`src/rtl/scl_pkg.sv`:
```
// Shared constants, types and helper functions of the source line classifier.
`timescale 1ns / 1ps

package scl_pkg;

   localparam int MARKER_BYTES    = 8;   // compare window, 1..8
   localparam int COUNT_WIDTH     = 32;  // counter width, 16..32
   localparam int OUT_WIDTH       = 32;
   localparam int CODE_WIDTH      = OUT_WIDTH + 1;
   localparam int MARKER_WIDTH    = 64;
   localparam int LEN_WIDTH       = 4;
   localparam int BYTE_SEL_WIDTH  = 3;
   localparam int CSR_INDEX_WIDTH = 3;
   localparam int CSR_DATA_WIDTH  = 64;
   localparam int FIFO_DEPTH      = 4;
   localparam int FIFO_PTR_WIDTH  = 2;

   localparam logic [COUNT_WIDTH-1:0] COUNT_MAX = {COUNT_WIDTH{1'b1}};

   localparam logic [7:0] NL_BYTE = 8'h0A;
   localparam logic [7:0] SP_BYTE = 8'h20;
   localparam logic [7:0] HT_BYTE = 8'h09;
   localparam logic [7:0] CR_BYTE = 8'h0D;
   localparam logic [7:0] VT_BYTE = 8'h0B;
   localparam logic [7:0] FF_BYTE = 8'h0C;

   // Register indexes of the csr port
   localparam logic [CSR_INDEX_WIDTH-1:0] CSR_LINE_MARKER      = 3'd0;
   localparam logic [CSR_INDEX_WIDTH-1:0] CSR_LINE_MARKER_LEN  = 3'd1;
   localparam logic [CSR_INDEX_WIDTH-1:0] CSR_OPEN_MARKER      = 3'd2;
   localparam logic [CSR_INDEX_WIDTH-1:0] CSR_OPEN_MARKER_LEN  = 3'd3;
   localparam logic [CSR_INDEX_WIDTH-1:0] CSR_CLOSE_MARKER     = 3'd4;
   localparam logic [CSR_INDEX_WIDTH-1:0] CSR_CLOSE_MARKER_LEN = 3'd5;

   // Line phase codes
   localparam logic [1:0] PHASE_SKIP = 2'd0;
   localparam logic [1:0] PHASE_CMP  = 2'd1;
   localparam logic [1:0] PHASE_PAST = 2'd2;

   typedef struct packed {
      logic [MARKER_WIDTH-1:0] line_marker;
      logic [LEN_WIDTH-1:0]    line_len;
      logic [MARKER_WIDTH-1:0] open_marker;
      logic [LEN_WIDTH-1:0]    open_len;
      logic [MARKER_WIDTH-1:0] close_marker;
      logic [LEN_WIDTH-1:0]    close_len;
   } cfg_type;

   // One line-level update for the counters
   typedef struct packed {
      logic       line_inc;
      logic       blank_inc;
      logic [1:0] comment_inc;
      logic       emit;
   } line_ev_type;

   function automatic logic [LEN_WIDTH-1:0] eff_len(input logic [LEN_WIDTH-1:0] len);
      logic [LEN_WIDTH-1:0] lim;
      lim = LEN_WIDTH'(MARKER_BYTES);
      return (len > lim) ? lim : len;
   endfunction

   function automatic logic [7:0] marker_byte(input logic [MARKER_WIDTH-1:0] m,
                                              input logic [BYTE_SEL_WIDTH-1:0] k);
      return m[8*k +: 8];
   endfunction

endpackage

```
`src/rtl/source_line_classifier_top.sv`:
```
// Top level of the source line classifier: csr registers, front end, event queue, back end.
`timescale 1ns / 1ps

// Source line classifier. Feed a file one byte per transaction on the req_ channel
// (req_byte_present marks a real byte, req_file_end closes the file); one result with
// total, comment, blank and code line counts comes out on the rsp_ channel per file end,
// after which the counters start over. A byte is taken every cycle while req_ready is high:
// the front end classifies it in the cycle it is accepted, and any line or file event it
// produces goes into a four-entry queue that the counter back end drains at one event per
// cycle, holding a file end while a result is unread. req_ready drops only when that queue
// is full, which happens only while a finished result sits unread on rsp_ and further events
// back up behind it. A file end passes the queue and rsp_valid registers. Counters saturate
// at all ones. The user must write marker registers on the csr_ port (always ready) only
// while no file is in progress (not enforced); indexes past the last register are ignored.

module source_line_classifier_top (
   input  logic                                       clock,
   input  logic                                       reset,
   input  logic                                       req_valid,
   output logic                                       req_ready,
   input  logic [7:0]                                 req_text_byte,
   input  logic                                       req_byte_present,
   input  logic                                       req_file_end,
   output logic                                       rsp_valid,
   input  logic                                       rsp_ready,
   output logic [scl_pkg::OUT_WIDTH-1:0]              rsp_line_count,
   output logic [scl_pkg::OUT_WIDTH-1:0]              rsp_comment_lines,
   output logic [scl_pkg::OUT_WIDTH-1:0]              rsp_blank_count,
   output logic signed [scl_pkg::CODE_WIDTH-1:0]      rsp_code_count,
   input  logic                                       csr_valid,
   output logic                                       csr_ready,
   input  logic [scl_pkg::CSR_INDEX_WIDTH-1:0]        csr_index,
   input  logic [scl_pkg::CSR_DATA_WIDTH-1:0]         csr_data
);

   scl_pkg::cfg_type     cfg_ff, cfg_in;
   scl_pkg::line_ev_type front_ev, head_ev;
   logic                 front_ev_valid, req_accept;
   logic                 fifo_full, fifo_not_empty, fifo_pop;

   // csr writes are always taken
   assign csr_ready = 1'b1;

   always_comb begin
      cfg_in = cfg_ff;
      if (csr_valid) begin
         case (csr_index)
            scl_pkg::CSR_LINE_MARKER:      cfg_in.line_marker  = csr_data;
            scl_pkg::CSR_LINE_MARKER_LEN:  cfg_in.line_len     = csr_data[scl_pkg::LEN_WIDTH-1:0];
            scl_pkg::CSR_OPEN_MARKER:      cfg_in.open_marker  = csr_data;
            scl_pkg::CSR_OPEN_MARKER_LEN:  cfg_in.open_len     = csr_data[scl_pkg::LEN_WIDTH-1:0];
            scl_pkg::CSR_CLOSE_MARKER:     cfg_in.close_marker = csr_data;
            scl_pkg::CSR_CLOSE_MARKER_LEN: cfg_in.close_len    = csr_data[scl_pkg::LEN_WIDTH-1:0];
            default: begin
               cfg_in = cfg_ff;
            end
         endcase
      end
   end

   always_ff @(posedge clock) begin
      if (reset) begin
         cfg_ff <= '0;
      end else begin
         cfg_ff <= cfg_in;
      end
   end

   // A transaction is refused only while the event queue is full
   assign req_ready  = !fifo_full;
   assign req_accept = req_valid && req_ready;

   scl_front u_front (
      .clock        (clock),
      .reset        (reset),
      .cfg          (cfg_ff),
      .accept       (req_accept),
      .text_byte    (req_text_byte),
      .byte_present (req_byte_present),
      .file_end     (req_file_end),
      .ev_valid     (front_ev_valid),
      .ev           (front_ev)
   );

   scl_fifo u_fifo (
      .clock     (clock),
      .reset     (reset),
      .push      (req_accept && front_ev_valid),
      .push_data (front_ev),
      .full      (fifo_full),
      .pop       (fifo_pop),
      .not_empty (fifo_not_empty),
      .head      (head_ev)
   );

   scl_back u_back (
      .clock             (clock),
      .reset             (reset),
      .ev_avail          (fifo_not_empty),
      .ev                (head_ev),
      .ev_pop            (fifo_pop),
      .rsp_valid         (rsp_valid),
      .rsp_ready         (rsp_ready),
      .rsp_line_count    (rsp_line_count),
      .rsp_comment_lines (rsp_comment_lines),
      .rsp_blank_count   (rsp_blank_count),
      .rsp_code_count    (rsp_code_count)
   );

endmodule

```
`src/rtl/scl_front.sv`:
```
// Front end: per-byte marker matching and line classification into counter events.
`timescale 1ns / 1ps

module scl_front (
   input  logic                 clock,
   input  logic                 reset,
   input  scl_pkg::cfg_type     cfg,
   input  logic                 accept,
   input  logic [7:0]           text_byte,
   input  logic                 byte_present,
   input  logic                 file_end,
   output logic                 ev_valid,
   output scl_pkg::line_ev_type ev
);

   logic [1:0]                    phase_ff, phase_in;
   logic [scl_pkg::LEN_WIDTH-1:0] off_ff, off_in;
   logic [2:0]                    alive_ff, alive_in;
   logic                          lopen_ff, lopen_in;
   logic                          inblk_ff, inblk_in;

   logic [1:0]                    a_phase;
   logic [scl_pkg::LEN_WIDTH-1:0] a_off;
   logic [2:0]                    a_alive;
   logic                          a_lopen;
   logic [scl_pkg::LEN_WIDTH-1:0] eff_l, eff_o, eff_c;
   logic                          is_space, is_nl;
   logic                          do_compare, byte_finish, byte_blank, do_finish;
   logic                          line_hit, inblk_n;
   logic [1:0]                    cinc;

   always_comb begin
      eff_l = scl_pkg::eff_len(cfg.line_len);
      eff_o = scl_pkg::eff_len(cfg.open_len);
      eff_c = scl_pkg::eff_len(cfg.close_len);
      is_nl = (text_byte == scl_pkg::NL_BYTE);
      is_space = (text_byte == scl_pkg::SP_BYTE) || (text_byte == scl_pkg::HT_BYTE) ||
                 (text_byte == scl_pkg::CR_BYTE) || (text_byte == scl_pkg::VT_BYTE) ||
                 (text_byte == scl_pkg::FF_BYTE);

      a_phase     = phase_ff;
      a_off       = off_ff;
      a_alive     = alive_ff;
      a_lopen     = lopen_ff;
      do_compare  = 1'b0;
      byte_finish = 1'b0;
      byte_blank  = 1'b0;

      if (byte_present) begin
         a_lopen = 1'b1;
         if (phase_ff == scl_pkg::PHASE_SKIP) begin
            if (!is_space) begin
               if (is_nl && !inblk_ff) begin
                  byte_blank = 1'b1;
               end else begin
                  do_compare  = 1'b1;
                  byte_finish = is_nl;
               end
            end
         end else begin
            do_compare  = (phase_ff == scl_pkg::PHASE_CMP);
            byte_finish = is_nl;
         end
      end

      if (do_compare) begin
         if (off_ff < eff_l &&
             text_byte != scl_pkg::marker_byte(cfg.line_marker,
                                               off_ff[scl_pkg::BYTE_SEL_WIDTH-1:0])) begin
            a_alive[0] = 1'b0;
         end
         if (off_ff < eff_o &&
             text_byte != scl_pkg::marker_byte(cfg.open_marker,
                                               off_ff[scl_pkg::BYTE_SEL_WIDTH-1:0])) begin
            a_alive[1] = 1'b0;
         end
         if (off_ff < eff_c &&
             text_byte != scl_pkg::marker_byte(cfg.close_marker,
                                               off_ff[scl_pkg::BYTE_SEL_WIDTH-1:0])) begin
            a_alive[2] = 1'b0;
         end
         a_off   = off_ff + scl_pkg::LEN_WIDTH'(1);
         a_phase = (a_off >= scl_pkg::LEN_WIDTH'(scl_pkg::MARKER_BYTES)) ?
                   scl_pkg::PHASE_PAST : scl_pkg::PHASE_CMP;
      end

      // a newline or a file end closes at most one line per transaction
      do_finish = byte_finish || (file_end && a_lopen && !byte_blank);

      line_hit = (eff_l != '0) && a_alive[0] && (a_off >= eff_l);
      inblk_n  = inblk_ff;
      cinc     = 2'd0;
      if (do_finish) begin
         if (line_hit) begin
            cinc = cinc + 2'd1;
         end
         if (eff_o != '0) begin
            if (!inblk_ff) begin
               if (a_alive[1] && a_off >= eff_o) begin
                  inblk_n = 1'b1;
               end
            end else if (a_alive[2] && a_off >= eff_c) begin
               cinc    = cinc + 2'd1;
               inblk_n = 1'b0;
            end
         end
         if (inblk_n) begin
            cinc = cinc + 2'd1;
         end
      end

      phase_in = phase_ff;
      off_in   = off_ff;
      alive_in = alive_ff;
      lopen_in = lopen_ff;
      inblk_in = inblk_ff;
      if (accept) begin
         if (file_end) begin
            phase_in = scl_pkg::PHASE_SKIP;
            off_in   = '0;
            alive_in = 3'b111;
            lopen_in = 1'b0;
            inblk_in = 1'b0;
         end else if (do_finish || byte_blank) begin
            phase_in = scl_pkg::PHASE_SKIP;
            off_in   = '0;
            alive_in = 3'b111;
            lopen_in = 1'b0;
            inblk_in = inblk_n;
         end else begin
            phase_in = a_phase;
            off_in   = a_off;
            alive_in = a_alive;
            lopen_in = a_lopen;
         end
      end

      ev.line_inc    = do_finish || byte_blank;
      ev.blank_inc   = byte_blank;
      ev.comment_inc = cinc;
      ev.emit        = file_end;
      ev_valid       = do_finish || byte_blank || file_end;
   end

   always_ff @(posedge clock) begin
      if (reset) begin
         phase_ff <= scl_pkg::PHASE_SKIP;
         off_ff   <= '0;
         alive_ff <= 3'b111;
         lopen_ff <= 1'b0;
         inblk_ff <= 1'b0;
      end else begin
         phase_ff <= phase_in;
         off_ff   <= off_in;
         alive_ff <= alive_in;
         lopen_ff <= lopen_in;
         inblk_ff <= inblk_in;
      end
   end

endmodule

```
`src/rtl/scl_fifo.sv`:
```
// Small event queue between the classifier front end and the counter back end.
`timescale 1ns / 1ps

module scl_fifo (
   input  logic                 clock,
   input  logic                 reset,
   input  logic                 push,
   input  scl_pkg::line_ev_type push_data,
   output logic                 full,
   input  logic                 pop,
   output logic                 not_empty,
   output scl_pkg::line_ev_type head
);

   scl_pkg::line_ev_type                mem_ff [scl_pkg::FIFO_DEPTH];
   logic [scl_pkg::FIFO_PTR_WIDTH-1:0]  wr_ptr_ff, wr_ptr_in;
   logic [scl_pkg::FIFO_PTR_WIDTH-1:0]  rd_ptr_ff, rd_ptr_in;
   logic [scl_pkg::FIFO_PTR_WIDTH:0]    count_ff, count_in;
   logic                                do_push, do_pop;

   assign full      = (count_ff == (scl_pkg::FIFO_PTR_WIDTH+1)'(scl_pkg::FIFO_DEPTH));
   assign not_empty = (count_ff != '0);
   assign head      = mem_ff[rd_ptr_ff];
   assign do_push   = push && !full;
   assign do_pop    = pop && not_empty;

   always_comb begin
      wr_ptr_in = do_push ? wr_ptr_ff + scl_pkg::FIFO_PTR_WIDTH'(1) : wr_ptr_ff;
      rd_ptr_in = do_pop  ? rd_ptr_ff + scl_pkg::FIFO_PTR_WIDTH'(1) : rd_ptr_ff;
      count_in  = count_ff;
      if (do_push && !do_pop) begin
         count_in = count_ff + (scl_pkg::FIFO_PTR_WIDTH+1)'(1);
      end else if (do_pop && !do_push) begin
         count_in = count_ff - (scl_pkg::FIFO_PTR_WIDTH+1)'(1);
      end
   end

   always_ff @(posedge clock) begin
      if (do_push) begin
         mem_ff[wr_ptr_ff] <= push_data;
      end
   end

   always_ff @(posedge clock) begin
      if (reset) begin
         wr_ptr_ff <= '0;
         rd_ptr_ff <= '0;
         count_ff  <= '0;
      end else begin
         wr_ptr_ff <= wr_ptr_in;
         rd_ptr_ff <= rd_ptr_in;
         count_ff  <= count_in;
      end
   end

endmodule

```
`src/rtl/scl_back.sv`:
```
// Back end: saturating line counters and the registered totals result.
`timescale 1ns / 1ps

module scl_back (
   input  logic                               clock,
   input  logic                               reset,
   input  logic                               ev_avail,
   input  scl_pkg::line_ev_type               ev,
   output logic                               ev_pop,
   output logic                               rsp_valid,
   input  logic                               rsp_ready,
   output logic [scl_pkg::OUT_WIDTH-1:0]      rsp_line_count,
   output logic [scl_pkg::OUT_WIDTH-1:0]      rsp_comment_lines,
   output logic [scl_pkg::OUT_WIDTH-1:0]      rsp_blank_count,
   output logic signed [scl_pkg::CODE_WIDTH-1:0] rsp_code_count
);

   localparam int CW = scl_pkg::COUNT_WIDTH;

   logic [CW-1:0]   total_ff, total_in, comment_ff, comment_in, blank_ff, blank_in;
   logic [CW-1:0]   total_n, comment_n, blank_n;
   logic [CW+1:0]   comment_sum;
   logic            rsp_valid_ff, rsp_valid_in;
   logic [scl_pkg::OUT_WIDTH-1:0] out_total_ff, out_comment_ff, out_blank_ff;
   logic            out_free;

   assign out_free = !rsp_valid_ff || rsp_ready;
   assign ev_pop   = ev_avail && (!ev.emit || out_free);

   always_comb begin
      total_n = total_ff;
      if (ev.line_inc && total_ff != scl_pkg::COUNT_MAX) begin
         total_n = total_ff + CW'(1);
      end
      blank_n = blank_ff;
      if (ev.blank_inc && blank_ff != scl_pkg::COUNT_MAX) begin
         blank_n = blank_ff + CW'(1);
      end
      comment_sum = {2'b00, comment_ff} + (CW+2)'(ev.comment_inc);
      comment_n   = (comment_sum > {2'b00, scl_pkg::COUNT_MAX}) ?
                    scl_pkg::COUNT_MAX : comment_sum[CW-1:0];

      total_in     = total_ff;
      comment_in   = comment_ff;
      blank_in     = blank_ff;
      rsp_valid_in = rsp_valid_ff && !rsp_ready;
      if (ev_pop) begin
         if (ev.emit) begin
            total_in     = '0;
            comment_in   = '0;
            blank_in     = '0;
            rsp_valid_in = 1'b1;
         end else begin
            total_in   = total_n;
            comment_in = comment_n;
            blank_in   = blank_n;
         end
      end
   end

   always_ff @(posedge clock) begin
      if (reset) begin
         total_ff     <= '0;
         comment_ff   <= '0;
         blank_ff     <= '0;
         rsp_valid_ff <= 1'b0;
      end else begin
         total_ff     <= total_in;
         comment_ff   <= comment_in;
         blank_ff     <= blank_in;
         rsp_valid_ff <= rsp_valid_in;
      end
   end

   always_ff @(posedge clock) begin
      if (ev_pop && ev.emit) begin
         out_total_ff   <= scl_pkg::OUT_WIDTH'(total_n);
         out_comment_ff <= scl_pkg::OUT_WIDTH'(comment_n);
         out_blank_ff   <= scl_pkg::OUT_WIDTH'(blank_n);
      end
   end

   assign rsp_valid         = rsp_valid_ff;
   assign rsp_line_count    = out_total_ff;
   assign rsp_comment_lines = out_comment_ff;
   assign rsp_blank_count   = out_blank_ff;
   assign rsp_code_count    = signed'({1'b0, out_total_ff} - {1'b0, out_comment_ff}
                                      - {1'b0, out_blank_ff});

endmodule

```
`config.mk`:
```
export PLATFORM = sky130hd
export DESIGN_NAME = source_line_classifier_top
export DESIGN_NICKNAME = d
export VERILOG_FILES = /design/src/rtl/scl_pkg.sv /design/src/rtl/source_line_classifier_top.sv /design/src/rtl/scl_front.sv /design/src/rtl/scl_fifo.sv /design/src/rtl/scl_back.sv
export SDC_FILE = /design/constraint.sdc
export NUM_CORES = 1
export LEC_CHECK = 0
export ABC_CLOCK_PERIOD_IN_PS = 13000
export BUFFER_PORTS_ARGS = -buffer_cell sky130_fd_sc_hd__buf_2
export CAP_MARGIN = 0
export CORE_MARGIN = 2
export CORE_UTILIZATION = 65
export CTS_CLUSTER_SIZE = 20
export DETAILED_ROUTE_END_ITERATION = 8
export PLACE_DENSITY = 0.86
export SYNTH_ARGS = -nofsm -noshare
export SYNTH_HDL_FRONTEND = slang
export SYNTH_SLANG_ARGS = --single-unit
```
`constraint.sdc`:
```
create_clock -name clock -period 13 [get_ports clock]
set_clock_uncertainty 0.15 [all_clocks]
set_input_delay 2.6 -clock clock [delete_from_list [all_inputs] [get_ports clock]]
set_output_delay 2.6 -clock clock [all_outputs]
set_load 0.02 [all_outputs]
```
==> flow_summary.ini <==
[power_and_ir_drop]
seq_power_share_pct = 27.5
p_leak_nw = 9.75
powerDensity_nw_per_um2 = 247
internal-power_w = 0.00344
power_frac_comb_pct = 52.1
p_sw_w = 0.00274
power_frac_clock_pct = 20.4
ir_worst_vdd_mv = 0.324
netSwitchingFraction_pct = 44.4

[floorplan]
ioPinCount = 214
initial_utilization_pct = 65.4
die_h_um = 190
die_x_um = 190
coreArea_um2 = 34300
rows = 68
dieArea_um2 = 36000

[run_status]
status = complete, no violations

[final_layout]
nets = 2762
fill_cells = 2490
drive_above_1_share_pct = 14.0
area_delta_synth_final_pct = 11.7

[synth]
synth_common_cells = nand2_1, dfxtp_1, a21oi_1
synthesis.area_um2 = 22400
synth.distinct_cells = 87
synth_nets = 2629
async_flop_share_pct = 0
syn-instance-count = 2450
synth_warnings = 0
yosysTopAreaCellShare_pct = 28.6
synth_ff_type = dfxtp_1
post-synth-top-count-cell = nand2_1
syn_area_per_cell_um2 = 9.16
synth_area_leader_cell = dfxtp_1
synth_seq_area_share_pct = 44.2
synth_area_leaders = dfxtp_1, edfxtp_1, nand2_1
synth_edf_count = 116
ys_ff_latch = 437

[worst_setup_path]
r2r_slack_ns = 7.75
cp.arrival_ns = 4.95
start_kind = flop
path_max_fanout = 3
crit_type = reg -> out
cp-end-kind = output port
required_ns = 10.25

[sta]
fmax_mhz = 130
period_minus_slack_ns = 7.70
setup_viol = 0
maxSlewHeadroom_pct = 13.9
drv_slew = 0
worst_slack_ns = 5.30
setup_tns_ns = 0
fin_crit_sh_pct = 59.2
rsz0062_at_grt = no
hold_violations = 0
tightest_slew_ns = 1.29
holdWs_ns = 0.300

[clocking]
post_cts_buffers = 0
cts_buffers = 43
root_buffer = clkbuf_16
insertion_delay_ns = 0.55
clockBufferDepth = 3
cts_tree = built
clk_pin_slew_ns = 0.06
cts.hold.buffers_added = 0
cts.sinks = 437
htree_num_levels = 2
post_cts_resized = 0

[drt]
drc = 0
met2WireLength_um = 30700
drt_iter0_drc = 1741
wl_met3_um = 5430
drt_wl_total_um = 63500
vias = 19200
viasPerCell = 6.25
maxUsedRoutingLayer = met5
postRouteAntennaNets = 0
drt-pass1-iter-count = 6
met1Wirelength_um = 23300
wl_per_cell_um = 20.6

[global_route]
grt_use_total_pct = 35.0
grt_pass1_vias = 18700
grt_max_degree = 101
grt_pass1_wl_um = 99500
grt_overflow_total = 0
antenna_found_initial = 9

[job]
cap_violations = 0

[placed_design]
dp_hpwl_um = 44800
dp_slack_ns = 5.88
port-buffer-count = 212
place_congestion = 0.959

[worst_hold_path]
hp-class = reg -> reg
## final cells by class
class                      instances  area [µm²]  area share, %
clock buffer                      63        1260           5.05
inverter                         100         375           1.50
clock inverter                    14         154          0.614
timing repair buffer             229        1200           4.78
multi-input combinational       1772       11600           46.2
sequential                       437        9910           39.6
antenna                            5        12.5         0.0500
tap                              455         569           2.27
## worst max-delay path, stage by stage, from the launching register on
cell and delay (ns):
edfxtp_1 0.42, fa_1 0.60, inv_1 0.06, ha_1 0.20
or2_2 0.31, fa_1 0.41, a21o_1 0.25, a221o_1 0.38
nand4_1 0.21, a211oi_1 0.16, o21ai_0 0.48, o21ai_0 0.31
mux2i_1 0.18, a221oi_1 0.24, buf_2 0.22
## path summary, 6_finish.rpt
check | from | to | depth (start not counted)
max | u_back.rsp_line_count[0] | rsp_code_count[30] | 14
min reg2reg | cfg_ff[38] | cfg_ff[38] | 2
min | cfg_ff[38] | cfg_ff[38] | 2
max reg2reg | u_front.off_ff[1] | u_fifo.mem_ff[0][2] | 12
## cells in the final DEF, fill, tap and decap left out, types with 7 or more instances in the layout
| master | instances |
|---|---|
| o21a_1 | 7 |
| inv_1 | 100 |
| a22oi_1 | 39 |
| buf_2 | 211 |
| nand2b_1 | 17 |
| xnor2_1 | 77 |
| buf_4 | 17 |
| mux4_1 | 13 |
| and3_1 | 24 |
| or3_1 | 12 |
| a21oi_1 | 271 |
| fa_1 | 34 |
| clkbuf_16 | 46 |
| a31oi_1 | 18 |
| and4_1 | 11 |
| nand3_1 | 46 |
| clkbuf_1 | 12 |
| nand4_1 | 30 |
| and2_1 | 8 |
| nor4_1 | 13 |
| xor2_1 | 64 |
| a211oi_1 | 12 |
| mux4_2 | 30 |
| ha_1 | 63 |
| nor3_1 | 39 |
| clkinv_2 | 8 |
| mux2i_1 | 40 |
| edfxtp_1 | 116 |
| o21ai_0 | 63 |
| nor2_1 | 126 |
| o31ai_1 | 13 |
| dfxtp_1 | 319 |
| a22o_1 | 18 |
| a21o_1 | 24 |
| nand2_1 | 521 |
| nor2b_1 | 27 |
## flip-flops by register name (all words and copies together), names as in the netlist, named ones only
signal                    flops
cfg_ff                      204
u_back.blank_ff              32
u_back.comment_ff            32
u_back.rsp_blank_count       32
u_back.rsp_comment_lines     32
u_back.rsp_line_count        32
u_back.rsp_valid              1
u_back.total_ff              32
u_fifo.count_ff               3
u_fifo.mem_ff                20
u_fifo.rd_ptr_ff              2
u_fifo.wr_ptr_ff              2
u_front.alive_ff              3
u_front.inblk_ff              1
u_front.lopen_ff              1
u_front.off_ff                4
u_front.phase_ff              2
## stage by stage
step	std cells	utilization [%]	power (W)	area [µm²]
2_1_floorplan	2450	-	0.00392	22400
4_1_cts	3070	73.0	0.00616	25000
3_5_place_dp	2993	68.9	0.00490	23600
6_report	3075	73.1	0.00618	25000
5_1_grt	3072	73.0	0.00650	25000
3_3_place_gp	2993	68.9	0.00484	23600
## metal layers
layer	up-vias	global-route usage [%]
met2	991	60.3
met1	9166	41.9
li1	8831	-
met5	-	0
met4	8	19.4
met3	230	5.85
## kinds of logic after synthesis
kind of cell,Yosys count,synth area share [%]
simple gates,920,18.5
compound gates,523,14.2
flops,437,44.2
buf+inv,241,4.43
xor+xnor,141,5.50
fa+ha+maj,97,6.55
mux,90,6.69
other cells,1,0.0167
## power by group through the flow
stage	logic (W)	clock network [W]	registers, W
final	0.00322	0.00126	0.00170
after CTS	0.00319	0.00126	0.00170
after global routing	0.00347	0.00132	0.00172
after global placement	0.00312	0	0.00172
after floorplan	0.00207	0	0.00185
after detailed placement	0.00317	0	0.00173
(Power assumes the default switching activity.)
